===== src/ped_pkg.sv =====
// ============================================================================
// ped_pkg: shared types and constants for the percent-escape decoder
// Request structs, escape phase encoding and hex digit decode.
// ============================================================================
package ped_pkg;

    // Input request: one byte of the escaped string.
    typedef struct packed {
        logic [7:0] in_byte;
        logic       in_last;
    } t_in;

    // Output request: one byte of the decoded string.
    typedef struct packed {
        logic [7:0] out_byte;
        logic       out_last;
    } t_out;

    // Escape phase.
    typedef enum logic [1:0] {
        PH_IDLE  = 2'd0,   // no escape pending
        PH_PCT   = 2'd1,   // '%' seen
        PH_DIGIT = 2'd2    // '%' and first hex digit seen
    } t_phase;

    // Most output bytes that one input byte can produce.
    localparam int unsigned MAX_EMIT = 3;

    // Output queue geometry.
    localparam int unsigned QDEPTH = 8;
    localparam int unsigned QAW    = $clog2(QDEPTH);
    localparam int unsigned QCW    = $clog2(QDEPTH + 1);

    // Characters.
    localparam logic [7:0] CH_PCT = 8'h25;
    localparam logic [7:0] CH_0   = 8'h30;
    localparam logic [7:0] CH_9   = 8'h39;
    localparam logic [7:0] CH_UA  = 8'h41;
    localparam logic [7:0] CH_UF  = 8'h46;
    localparam logic [7:0] CH_LA  = 8'h61;
    localparam logic [7:0] CH_LF  = 8'h66;
    localparam logic [3:0] NIB_10 = 4'd10;

    // Hex decode: returns {is_hex, nibble}.
    function automatic logic [4:0] hex_decode(input logic [7:0] c);
        logic [7:0] d;
        logic [4:0] r;
        r = 5'd0;
        if (c >= CH_0 && c <= CH_9) begin
            d = c - CH_0;
            r = {1'b1, d[3:0]};
        end else if (c >= CH_UA && c <= CH_UF) begin
            d = c - CH_UA;
            r = {1'b1, NIB_10 + d[3:0]};
        end else if (c >= CH_LA && c <= CH_LF) begin
            d = c - CH_LA;
            r = {1'b1, NIB_10 + d[3:0]};
        end
        return r;
    endfunction

endpackage


===== src/percent_escape_decoder_top.sv =====
// ============================================================================
// percent_escape_decoder_top: lenient URL percent-escape decoder
// Decoded bytes are registered in the output queue and offered from there.
// Throughput: one input request per cycle while at least 3 of the 8 queue slots are free.
// Reset (synchronous, i_rst_n low): no escape pending, output queue empty.
// ============================================================================
module percent_escape_decoder_top
    import ped_pkg::*;
(
    input  logic i_clk,
    input  logic i_rst_n,
    // input channel
    input  logic i_valid,
    output logic o_stall,
    input  t_in  i_data,
    // output channel
    output logic o_valid,
    input  logic i_stall,
    output t_out o_data
);

    // ------------------------------------------------------------------------
    // Escape state
    // ------------------------------------------------------------------------
    t_phase     r_phase, n_phase;
    logic [7:0] r_held, n_held;      // first hex digit character
    logic [3:0] r_nib, n_nib;        // its value

    // Phase after the byte itself, before any end-of-string flush.
    t_phase     w_mid_phase;

    logic [4:0] w_hex;
    logic       w_is_hex;
    logic       w_is_pct;

    // Decoded bytes for this request (0 to MAX_EMIT of them).
    t_out       e_data [MAX_EMIT];
    logic [1:0] e_n;

    // ------------------------------------------------------------------------
    // Output queue: decoded bytes wait here, so a burst of three bytes from
    // a broken escape never stalls the input side in steady state.
    // ------------------------------------------------------------------------
    t_out           r_mem [QDEPTH];
    logic [QAW-1:0] r_wr_ptr, r_rd_ptr;
    logic [QCW-1:0] r_count, n_count;

    logic       w_in_acc;
    logic       w_pop;
    logic [1:0] w_push_n;

    assign w_hex    = hex_decode(i_data.in_byte);
    assign w_is_hex = w_hex[4];
    assign w_is_pct = (i_data.in_byte == CH_PCT);

    // Room for the worst case of three bytes must be free before accepting.
    assign o_stall  = (r_count > QCW'(QDEPTH - MAX_EMIT));
    assign w_in_acc = i_valid && !o_stall;

    assign o_valid  = (r_count != '0);
    assign o_data   = r_mem[r_rd_ptr];
    assign w_pop    = o_valid && !i_stall;

    assign w_push_n = w_in_acc ? e_n : 2'd0;

    // ------------------------------------------------------------------------
    // Next state
    // ------------------------------------------------------------------------
    always_comb begin
        n_held      = r_held;
        n_nib       = r_nib;
        w_mid_phase = PH_IDLE;
        unique case (r_phase)
            PH_PCT: begin
                if (!w_is_pct && w_is_hex) begin
                    n_held      = i_data.in_byte;
                    n_nib       = w_hex[3:0];
                    w_mid_phase = PH_DIGIT;
                end
            end
            PH_DIGIT: begin
                w_mid_phase = PH_IDLE;
            end
            default: begin
                if (w_is_pct) begin
                    w_mid_phase = PH_PCT;
                end
            end
        endcase
        // end of string: any pending escape is flushed, back to idle
        n_phase = i_data.in_last ? PH_IDLE : w_mid_phase;
    end

    // ------------------------------------------------------------------------
    // Emitted bytes
    // ------------------------------------------------------------------------
    always_comb begin
        for (int k = 0; k < MAX_EMIT; k++) begin
            e_data[k] = '0;
        end
        e_n = 2'd0;
        unique case (r_phase)
            PH_PCT: begin
                if (w_is_pct) begin
                    // "%%" gives a single '%'
                    e_data[0].out_byte = CH_PCT;
                    e_n = 2'd1;
                end else if (!w_is_hex) begin
                    // percent then a non-hex character: pass both on
                    e_data[0].out_byte = CH_PCT;
                    e_data[1].out_byte = i_data.in_byte;
                    e_n = 2'd2;
                end
            end
            PH_DIGIT: begin
                if (w_is_hex) begin
                    e_data[0].out_byte = {r_nib, w_hex[3:0]};
                    e_n = 2'd1;
                end else begin
                    // bad second digit: pass the whole sequence on
                    e_data[0].out_byte = CH_PCT;
                    e_data[1].out_byte = r_held;
                    e_data[2].out_byte = i_data.in_byte;
                    e_n = 2'd3;
                end
            end
            default: begin
                if (!w_is_pct) begin
                    e_data[0].out_byte = i_data.in_byte;
                    e_n = 2'd1;
                end
            end
        endcase

        if (i_data.in_last) begin
            // flush an unfinished escape literally
            if (w_mid_phase == PH_PCT) begin
                e_data[e_n].out_byte = CH_PCT;
                e_n = e_n + 2'd1;
            end else if (w_mid_phase == PH_DIGIT) begin
                e_data[e_n].out_byte = CH_PCT;
                e_data[e_n + 2'd1].out_byte = n_held;
                e_n = e_n + 2'd2;
            end
            if (e_n != 2'd0) begin
                e_data[e_n - 2'd1].out_last = 1'b1;
            end
        end
    end

    // ------------------------------------------------------------------------
    // Queue bookkeeping
    // ------------------------------------------------------------------------
    assign n_count = r_count + QCW'(w_push_n) - QCW'(w_pop);

    always_ff @(posedge i_clk) begin
        if (!i_rst_n) begin
            r_phase  <= PH_IDLE;
            r_held   <= '0;
            r_nib    <= '0;
            r_wr_ptr <= '0;
            r_rd_ptr <= '0;
            r_count  <= '0;
        end else begin
            if (w_in_acc) begin
                r_phase  <= n_phase;
                r_held   <= n_held;
                r_nib    <= n_nib;
                r_wr_ptr <= r_wr_ptr + QAW'(w_push_n);
            end
            if (w_pop) begin
                r_rd_ptr <= r_rd_ptr + 1'b1;
            end
            r_count <= n_count;
        end
    end

    // queue storage: up to three consecutive slots written per request
    always_ff @(posedge i_clk) begin
        if (w_in_acc) begin
            for (int k = 0; k < MAX_EMIT; k++) begin
                if (2'(k) < e_n) begin
                    r_mem[r_wr_ptr + QAW'(k)] <= e_data[k];
                end
            end
        end
    end

    // ------------------------------------------------------------------------
    // Assertions
    // ------------------------------------------------------------------------
`ifndef ASSERT_OFF
    a_count_bound: assert property (@(posedge i_clk) disable iff (!i_rst_n)
        r_count <= QCW'(QDEPTH))
        else $error("output queue overflow");

    a_ptr_count: assert property (@(posedge i_clk) disable iff (!i_rst_n)
        (r_wr_ptr - r_rd_ptr) == r_count[QAW-1:0])
        else $error("queue pointers disagree with count");

    a_last_emits: assert property (@(posedge i_clk) disable iff (!i_rst_n)
        (w_in_acc && i_data.in_last) |-> (e_n != 2'd0))
        else $error("end of string produced no byte");

    a_last_idle: assert property (@(posedge i_clk) disable iff (!i_rst_n)
        (w_in_acc && i_data.in_last) |=> (r_phase == PH_IDLE))
        else $error("escape left pending after end of string");
`endif

endmodule


===== config.mk =====
export PLATFORM = sky130hd
export DESIGN_NAME = percent_escape_decoder_top
export DESIGN_NICKNAME = d
export VERILOG_FILES = /design/src/ped_pkg.sv /design/src/percent_escape_decoder_top.sv
export SDC_FILE = /design/constraint.sdc
export NUM_CORES = 1
export LEC_CHECK = 0
export BUFFER_PORTS_ARGS = -buffer_cell sky130_fd_sc_hd__buf_2
export CAP_MARGIN = 20
export CORE_MARGIN = 2
export CORE_UTILIZATION = 55
export DETAILED_ROUTE_END_ITERATION = 8
export HOLD_SLACK_MARGIN = 0.1
export PLACE_DENSITY = 0.72
export SLEW_MARGIN = 20
export SYNTH_ARGS = -nofsm -noshare
export SYNTH_HDL_FRONTEND = slang
export SYNTH_SLANG_ARGS = --single-unit

===== constraint.sdc =====
create_clock -name i_clk -period 6.15 [get_ports i_clk]
set_clock_uncertainty 0.05 [all_clocks]
set_input_delay 0.3075 -clock i_clk [delete_from_list [all_inputs] [get_ports i_clk]]
set_output_delay 0.3075 -clock i_clk [all_outputs]
set_load 0.02 [all_outputs]

# --- After elaboration in Yosys (flattened, before gate mapping) ---
# Memories as Yosys holds them, arrays and structs flattened. A register that Yosys moved wholly into a read port is not among the register bits.
# Cells that the tools add are included.
totals:
  wordCells: 114
  ramBits: 72
  reg_bits: 24
  latchBits: 0
  rom_bits: 0
  inputBits: 13
  memories: 1
classes:
  n_bitwise: 3
  mul: 0
  div_mod_pow: 0
  mux: 54
  eq_ne: 5
  n_reduce_logical: 15
  n_lt_le_gt_ge: 16
  shifts: 0
  addsub: 14
mem_list:
  columns: ["name", "depth", "word_bits", "rd", "rd_ports_with_merged_regs", "wr", "line", "source"]
  rows:
  - ["r_mem", 8, 9, 1, 1, 3, "percent_escape_decoder_top.sv:44", "t_out r_mem [QDEPTH];"]
op_table:
  columns: ["operator", "n"]
  rows:
  - ["2-to-1 mux 27 bit", 5]
  - ["bitwise mux 27 bit", 3]
  - ["2-to-1 mux 8 bit", 8]
  - ["demux 9 bit (select 2 bit)", 3]
  - ["case mux 8 bit (2 select lines)", 2]
  - ["2-to-1 mux 2 bit", 10]
  - ["2-to-1 mux 9 bit", 2]
  - [">= comparator 8 x 7 -> 1 bit, second input constant", 2]
  - ["less-or-equal comparator 8 x 7 -> 1 bit, second input constant", 2]
  - ["2-to-1 mux 5 bit", 3]
  - ["2-to-1 mux 1 bit", 12]
  - ["2-to-1 mux 6 bit", 2]
  - ["subtractor 4 x 1 -> 4 bit, second input constant", 3]
  - [">= comparator 3 bit, second input constant", 3]
  - ["logical AND 1 bit", 9]
  - ["less-than comparator 3 x 1 -> 1 bit, second input constant", 3]
  - ["inverter 2 -> 3 bit", 3]
  - ["adder 4 bit, first input constant", 2]
  - ["equality test 8 x 6 -> 1 bit, second input constant", 1]
  - [">= comparator 8 x 6 -> 1 bit, second input constant", 1]
  - ["less-or-equal comparator 8 x 6 -> 1 bit, second input constant", 1]
  - ["case mux 2 bit (2 select lines)", 2]
  - ["adder 3 x 1 -> 3 bit, second input constant", 2]
  - ["2-to-1 mux 3 bit", 2]
  - ["other kinds (16)", 21]

# --- Longest topological paths before layout ---
# Gate-level depths: netlist of the first run.
logic_depth:
  depth_word: 21
  mapped_depth: 19
  depth_no_buf: 18

# --- Least setup slack after synthesis of the first run ---
# OpenSTA, ideal clock, no wires.
synth_timing:
  kind: "in2reg"
  startpoint: "in i_data[1] in the netlist's numbering"
  endpoint: "mem r_mem[2][0] in the netlist's numbering (enable)"
  stages: 13
  t_arrival_ps: 3955
  path_slack_ps: 1755
  required_ps: 5710
  path_cell_list: "clkbuf_1 > inv_1 > ha_1 > o21bai_1 > a21oi_2 > a2111o_2 > buf_2 > ha_1 > or3_4 > a31oi_4 > buf_4 > o21ai_0 > o31ai_1"
synth_lines:
  columns: ["element", "line", "source"]
  rows:
  - ["start, declared", "percent_escape_decoder_top.sv:15", "input t_in i_data,"]
  - ["end, declared", "percent_escape_decoder_top.sv:44", null]

==> impl_results.md, run 1 <==
- Hold Path End: r_held[4]$_SDFFE_PN0P_
- Global route total overflow: 0
- Clock Tree Root: clkbuf_16
- Area occupied by multi-input gates: 3749 um^2
- Flop-to-flop setup slack: 1490 ps
- EDFF count, synth: 72
- Die W: 114.8 um
- Synthesized area per cell: 9.616 um^2
- Row Count: 40
- Reg2Reg Depth: 9
- Worst Path Required: approximately 6000 ps
- Hold path depth: 3
- Num ports: 24
- CP Launch Point: r_phase[0]$_SDFFE_PN0P_
- Worst min path class: input pin to flop
- Total Nets Final: around 740
- Layout area overhead: 6.580%
- Fraction of layout cells with a size suffix above 1: 0.1471
- Outcome: completed
- Slew Limit Fails: 0
- Final setup violation count: 0
- Vias: 5855
- Fin Setup TNS: 0 ps
- Largest net degree at the start of global routing: 28
- CP endpoint kind: flop
- Complex-gate fraction of the synthesized area: 0.2358
- RSZ-0062 raised after global routing: no
- Clock Pin Slew Worst Setup and Hold Paths: 70 ps
- Via-to-Cell Ratio: 6.856
- Postcts setup bufs: 0
- Final hold viol count: 0
- DR WL/cell: 25.65 um
- H-tree depth: 3
- Antenna violation net count after detailed routing: 0
- Post-synthesis mux area share: 0.08842
- Placed Area: 6904 um^2
- Fin crit share: 0.7579
- Ant diodes: 0
- Max Freq: roughly 210 MHz
- DRC: 0
- Worst r2r src: r_phase[0]$_SDFFE_PN0P_
- Global-route wire length before repair: 33020 um
- R2r endpoint: r_mem[1][1]$_DFFE_PP_
- Vias in the first global route: ~5600
- # Max-Cap Violations: 0
- Design Area, Final: 7194 um^2
- CP max FO: 17
- Initial antenna violation count: 0
- CTS tree: yes
- Simple-Gate Fraction of Synth Area: 0.1739
- XOR/XNOR Fraction of Synth Area: 0.01168
- Clock period minus worst slack: 4661 ps
- Synthesis-stage register bit count: a little under 100
- Seq/Total Area, Yosys: 0.4004
- First-pass DRT Iterations: 6
- Syn Inst Count: 702
- Final GP Congestion: 0.9632
- Chip height: around 110 um
- Syn Nets: 738
- WS Path Type: flop to flop
- Cell variety after synth: 82
- Asr flop ratio synth: 0
- Hold_buf cts: 0
- Clock buffer depth: 2
- Synth Flop Type: edfxtp_1
- Cts repair resizes: 0
- Clk_lat worst skew: 360 ps
- Placed wire-length estimate: 15690 um
- Starting Density: 0.5620
- Hold path start: i_data[5]
- Worst vdd ir: 0.2116 mV
- Pleak: 2.539 nW
- Fillers: 1074
- Die ar.: 13180 um^2
- Slew HR: 0.2934
- IO buf count: 23
- PD cells: roughly 270 nW/um^2
- Final wirelength: 21910 um
- Most frequent cells in the layout: nand2_1, edfxtp_1, nor2_1
- Commonest non-fill, non-tap cell in the layout: nand2_1
- CTS buffer count: 9
- Cell Area, Synth: a little under 7000 um^2
- 1st-iter DRT viols: 801
- Slew @ Worst Pin: around 1100 ps
- Sequential cell area: 2703 um^2
- Largest family of logic cells by synthesized area: compound AO/OA/AOI/OAI gates
- Arrival @ worst endpoint: approximately 4600 ps
- Core ar.: 12010 um^2
- Total GRT Usage: 0.3416
- CTS sink count: between 90 and 100
- Critical path startpoint category: flop
- Post-Synth Adder-Cell Area: 0.04486
- Number of synthesis warnings: 0
-- how the worst max path moves through the flow --
stage	cells past startpoint	to	slack, ps
global placement	11	r_mem[1][1]$_DFFE_PP_	1450
detailed placement	13	r_mem[1][1]$_DFFE_PP_	1260
CTS	9	r_mem[1][2]$_DFFE_PP_	1580
global route	13	r_mem[1][1]$_DFFE_PP_	1060
floorplan	13	r_mem[2][0]$_DFFE_PP_	1750
finish	9	r_mem[1][1]$_DFFE_PP_	1490
-- worst max-delay path, cell delays in order, from the launching register on --
cell      delay [ps]
dfxtp_1          330
inv_1             60
ha_1             460
inv_1            190
a2111o_2         650
ha_1             370
or3_4            500
a31oi_4          430
nand4_1          560
o211ai_1         670
-- layout make-up --
cell class                      instances  area share
Clock buffer                            9     0.03130
Clock inverter                          6    0.009043
Inverter                               25     0.01304
Multi-Input combinational cell        537      0.5210
Sequential cell                        99      0.3757
Tap cell                              147     0.02557
Timing Repair Buffer                   31     0.02435
-- through the flow --
stage | util | hold WS (ps) | worst slack (ps) | total power [W] | std cells
after floorplan | - | 393.1 | 1755 | 0.001206 | 702
after global placement | 0.5744 | 402.6 | 1452 | 0.001339 | 839
after detailed placement | 0.5748 | 410.8 | 1263 | 0.001355 | 839
after CTS | 0.5990 | 209.1 | 1577 | 0.001928 | 854
after global routing | 0.5990 | 255.0 | 1058 | 0.002002 | 854
final | 0.5990 | 216.3 | 1489 | 0.001930 | 854
-- cells in the mapped netlist (8+ instances only) --
| cell type | count | share of area |
|---|---|---|
| nand3_1 | 24 | 0.018 |
| nor2b_1 | 10 | 0.0093 |
| o211ai_1 | 23 | 0.026 |
| mux4_2 | 18 | 0.060 |
| nor2_1 | 59 | 0.033 |
| inv_1 | 24 | 0.013 |
| edfxtp_1 | 72 | 0.32 |
| nand2_1 | 103 | 0.057 |
| and2_1 | 14 | 0.013 |
| a21boi_0 | 9 | 0.010 |
| a21oi_1 | 26 | 0.019 |
| clkbuf_1 | 20 | 0.011 |
| a221oi_1 | 8 | 0.010 |
| a31oi_2 | 8 | 0.015 |
| o22ai_1 | 15 | 0.014 |
| ha_1 | 21 | 0.039 |
| o21ai_0 | 50 | 0.037 |
| a31oi_1 | 9 | 0.0083 |
| mux2i_1 | 9 | 0.013 |
| buf_2 | 9 | 0.0067 |
| mux2_2 | 9 | 0.015 |
| o221ai_1 | 16 | 0.021 |
| dfxtp_1 | 27 | 0.080 |
-- flip-flops by register name, summed over array words and instances, names as in the netlist, named ones only --
name and cells:
r_count 4, r_wr_ptr 3, r_rd_ptr 3, r_held 8, r_mem 72, r_phase 2, r_nib 4
-- routing by layer --
layer  wire, um  track usage  vias to the layer above
met4        752       0.1438                        0
met1       8547       0.4555                     2784
met2      10420       0.5542                      366
li1           -            -                     2660
met5          0            0                        -
met3       2183      0.06009                       45
-- cell families (layout without fill, tap and decap cells) --
kind of cell | Yosys count | count (layout)
AND/OR/NAND/NOR | 251 | 251
XOR/XNOR | 9 | 9
flip-flops | 99 | 99
multiplexers | 36 | 36
AO/OA/AOI/OAI | 218 | 218
buffers and inverters | 66 | 71
adder cells (fa/ha/maj) | 23 | 23
-- where the power goes --
group / switching, W / internal, W
Clock: 0.000267 / 0.000315
Combinational: 0.000298 / 0.000239
Sequential: 0.0000491 / 0.000761
Total: 0.000614 / 0.00132
Power figures use the tool's default switching activity.
==> run 2, diff against run 1 <==
- clock period: 6.15 -> 4.7 ns (I/O delays scaled with it)
==> impl_results.md, run 2 (synthesized netlist as in run 1, its figures left out) <==
- Final WS setup: 577.8 ps
- PD cells: 333.7 nW/um^2
- CP endpoint kind: flop
- Vias in the first global route: 5602
- CTS sink count: 99
- Final hold viol count: 0
- Arrival @ worst endpoint: 4140 ps
- DRC: 0
- Flop-to-flop setup slack: 580 ps
- Placed wire-length estimate: approximately 15000 um
- Slew HR: 0.3308
- Clk_lat worst skew: around 350 ps
- Starting Density: 0.5620
- Critical path startpoint category: flop
- Antenna violation net count after detailed routing: 0
- Cts repair resizes: 0
- Reg with most FFs: r_mem
- Sequential cell area: between 2000 and 3000 um^2
- Worst vdd ir: 0.2783 mV
- # Max-Cap Violations: 0
- Total GRT Usage: 0.3291
- Most frequent cells in the layout: nand2_1, edfxtp_1, nor2_1
- Worst Path Required: 4720 ps
- Final GP Congestion: between 1 and 1.5
- CTS buffer count: 9
- Largest net degree at the start of global routing: 28
- Row Count: 40
- 1st-iter DRT viols: slightly below 800
- RSZ-0062 raised after global routing: no
- DP Worst Slack: 338.5 ps
- Postcts setup bufs: 0
- Worst min path class: input pin to flop
- Buf/Inv on CP: 2
- Final wirelength: 21210 um
- Core ar.: 12010 um^2
- First-pass DRT Iterations: 5
- Fraction of layout cells with a size suffix above 1: 0.1694
- Via-to-Cell Ratio: 6.827
- Fin crit share: 0.8771
- IO buf count: 23
- Chip height: 114.8 um
- Clock Pin Slew Worst Setup and Hold Paths: 70 ps
- CP max stage cell: a2111o_2
- Ant diodes: 0
- DR WL/cell: 24.13 um
- CP max FO: 15
- Clock Tree Root: clkbuf_16
- Area occupied by multi-input gates: 3744 um^2
- Clock buffer depth: 2
- Clock period minus worst slack: approximately 4000 ps
- Layout area overhead: 8.934%
- Max reg flops: 72
- Die ar.: between 10000 and 15000 um^2
- Crit-path max cell delay: 540 ps
- Pleak: 2.645 nW
- Global route total overflow: 0
- Top flop regs: r_mem x72, r_held x8
- CTS tree: yes
- Hold_buf cts: 0
- H-tree depth: 3
- WS Path Type: flop to flop
- Commonest non-fill, non-tap cell in the layout: nand2_1
- Slew @ Worst Pin: 1002 ps
- Die W: 114.8 um
- Final setup violation count: 0
- Max Freq: 242.6 MHz
- Initial antenna violation count: 0
- Vias: 6001
- Slew Limit Fails: 0
- Family with the most delay on the worst path: compound AO/OA/AOI/OAI gates
- Fillers: 1031
- Outcome: completed
- Total Nets Final: 763
- Fin Setup TNS: 0 ps
- Crit-path cells: ha_1 > o21ai_0 > a2111o_2 > buf_4 > inv_1 > ha_1 > nand4b_1 > a2111oi_0 > a211oi_1 > nand2_2 > o22ai_1 > o211ai_1 > o21ai_0
- Global-route wire length before repair: 32300 um
- Num ports: 24
-- run 2: final timing paths --
check                          start                      to  cells after the start
max          r_phase[0]$_SDFFE_PN0P_   r_mem[5][7]$_DFFE_PP_                     13
min                        i_data[6]  r_held[5]$_SDFFE_PN0P_                      3
max reg2reg  r_phase[0]$_SDFFE_PN0P_   r_mem[5][7]$_DFFE_PP_                     13
min reg2reg   r_held[0]$_SDFFE_PN0P_  r_held[0]$_SDFFE_PN0P_                      2
-- run 2: power by group --
| group | leakage, nW | internal, W | switching (W) |
|---|---|---|---|
| registers | 0.871 | 0.000996 | 0.0000633 |
| clock network | 0.125 | 0.000357 | 0.000334 |
| logic | 1.65 | 0.000319 | 0.000385 |
| total | 2.64 | 0.00167 | 0.000782 |
-- run 2: final cells by class --
| cell class | count | area share |
|---|---|---|
| Clock buffer | 11 | 0.03165 |
| Multi-Input combinational cell | 537 | 0.5091 |
| Sequential cell | 99 | 0.3675 |
| Clock inverter | 5 | 0.003914 |
| Tap cell | 147 | 0.02501 |
| Timing Repair Buffer | 55 | 0.05003 |
| Inverter | 25 | 0.01276 |
-- run 2: metal layers --
metal	vias to the layer above	part of all wire	routed length (um)	GRT usage
met2	384	0.48	10140	0.5361
met1	2841	0.39	8279	0.4332
li1	2703	-	-	-
met5	-	0	0	0
met4	0	0.040	847	0.1357
met3	73	0.091	1936	0.06589
-- run 2: stage by stage --
stage | hold WS [ps] | power [W] | utilization | area (um^2) | std cells
6_report | 157.8 | 0.002454 | 0.6122 | 7353 | 879
5_1_grt | 179.8 | 0.002569 | 0.6122 | 7353 | 879
4_1_cts | 148.6 | 0.002464 | 0.6122 | 7353 | 879
3_5_place_dp | 408.1 | 0.001787 | 0.5904 | 7092 | 863
3_3_place_gp | 401.3 | 0.001760 | 0.5904 | 7092 | 863
2_1_floorplan | 329.9 | 0.001578 | - | 6750 | 702
-- run 2: tightest hold or removal path, stage by stage --
cell and delay [ps]:
buf_2 150, nand2_1 60, a21boi_0 60
==> run 3, diff against run 2 <==
- PLACE_DENSITY: 0.72 -> 0.77
==> impl_results.md, run 3 (synthesized netlist as in run 1, its figures left out) <==
- Die W: around 110 um
- Layout area overhead: 10.49%
- Met2 Usage GRT: 0.5400
- Arrival @ worst endpoint: 4230 ps
- Postcts setup bufs: 0
- Final setup violation count: 0
- WS Path Type: input pin to flop
- RSZ-0062 raised after global routing: no
- Max reg flops: 72
- Row Count: 40
- Hold_buf cts: 0
- Starting Density: 0.5620
- Reg with most FFs: r_mem
- Critical path startpoint category: input pin
- Cts repair resizes: 0
- Num ports: 24
- CTS tree: yes
- Largest net degree at the start of global routing: 28
- Slew HR: 0.3819
- Total GRT Usage: 0.3309
- 1st-iter DRT viols: just under 700
- Die ar.: 13180 um^2
- DRC: 0
- Worst hold margin: roughly 150 ps
- Clock Pin Slew Worst Setup and Hold Paths: 70 ps
- Vias in the first global route: 5626
- Top Usage Layer GRT: met2
- # Max-Cap Violations: 0
- Antenna violation net count after detailed routing: 0
- Chip height: 114.8 um
- Slew Limit Fails: 0
- DP Worst Slack: 338.6 ps
- Clk_lat worst skew: 360 ps
- Fillers: 1030
- IO buf count: 23
- Core ar.: ~12000 um^2
- Fin Setup TNS: 0 ps
- Worst vdd ir: 0.2619 mV
- CTS buffer count: 9
- Most frequent cells in the layout: nand2_1, edfxtp_1, nor2_1
- Vias: 6001
- Initial antenna violation count: 0
- Worst min path class: input pin to flop
- Final GP Congestion: 0.9507
- Commonest non-fill, non-tap cell in the layout: nand2_1
- Final WS setup: 501.7 ps
- Top flop regs: r_mem x72, r_held x8
- DR WL/cell: approximately 24 um
- Met3 Use GR: 0.06220
- Placed wire-length estimate: 15500 um
- Final wirelength: 21050 um
- Fraction of layout cells with a size suffix above 1: 0.1793
- Via-to-Cell Ratio: 6.796
- CP endpoint kind: flop
- Global-route wire length before repair: between 30000 and 40000 um
- Design Area, Final: roughly 7500 um^2
- CTS sink count: 99
- Clock buffer depth: 2
- Placed Area: 7114 um^2
- Outcome: completed
- Clock Tree Root: clkbuf_16
- First-pass DRT Iterations: 6
- Worst Path Required: around 4700 ps
- H-tree depth: 3
- Clock period minus worst slack: 4198 ps
- Global route total overflow: 0
- Total Nets Final: between 700 and 800
- Pleak: 2.699 nW
- GRT met1 Usage: 0.4414
- Fin crit share: 0.8933
- Final hold viol count: 0
- Slew @ Worst Pin: 922.2 ps
- PD cells: about 350 nW/um^2
- Ant diodes: 0
- CP max FO: 9
- Max Freq: 238.2 MHz
==> run 3: cell type report <==
type | instances | area [um^2] | share of cell area
Clock buffer | 11 | 232.7 | 0.03120
Clock inverter | 5 | 110.1 | 0.01476
Inverter | 25 | 93.84 | 0.01258
Multi-Input combinational cell | 537 | 3749 | 0.5026
Sequential cell | 99 | 2704 | 0.3625
Tap cell | 147 | 183.9 | 0.02466
Timing Repair Buffer | 59 | 385.4 | 0.05167
==> run 3: report_power, final <==
group / switching (W) / leakage, nW / internal, W
registers: 0.0000891 / 0.872 / 0.000997
logic: 0.000352 / 1.66 / 0.000316
clock network: 0.000349 / 0.166 / 0.000526
==> run 3: final timing paths <==
kind                                 from                     end  slack (ps)  cells past startpoint
setup / recovery                i_data[2]   r_mem[5][3]$_DFFE_PP_         500                     16
hold / removal                  i_data[6]  r_held[5]$_SDFFE_PN0P_         150                      3
setup reg to reg  r_phase[0]$_SDFFE_PN0P_   r_mem[5][3]$_DFFE_PP_         520                     12
hold reg to reg    r_held[1]$_SDFFE_PN0P_  r_held[1]$_SDFFE_PN0P_         430                      2
==> run 3: per-layer routing <==
metal	vias up	share of wire
met2	363	0.48
met1	2858	0.41
met3	63	0.082
met5	-	0
met4	0	0.037
li1	2717	-
==> run 3: worst max-delay path, stage by stage <==
cell and delay, ps:
buf_2 160, inv_1 150, ha_1 220, nand4bb_1 280
or2_4 340, nor2_1 100, nor2_1 40, o21ai_0 360
ha_1 290, nand4b_1 160, a2111oi_0 590, a211oi_1 170
nand2_2 210, a31o_2 150, a21oi_2 140, a221oi_1 600
==> run 3: per-stage QoR <==
| stage | cells | total power [W] | util |
|---|---|---|---|
| 6_report | 883 | 0.002629 | 0.6209 |
| 5_1_grt | 883 | 0.002747 | 0.6209 |
| 4_1_cts | 883 | 0.002639 | 0.6208 |
| 3_5_place_dp | 867 | 0.001775 | 0.5923 |
| 3_3_place_gp | 867 | 0.001756 | 0.5923 |
| 2_1_floorplan | 702 | 0.001578 | - |
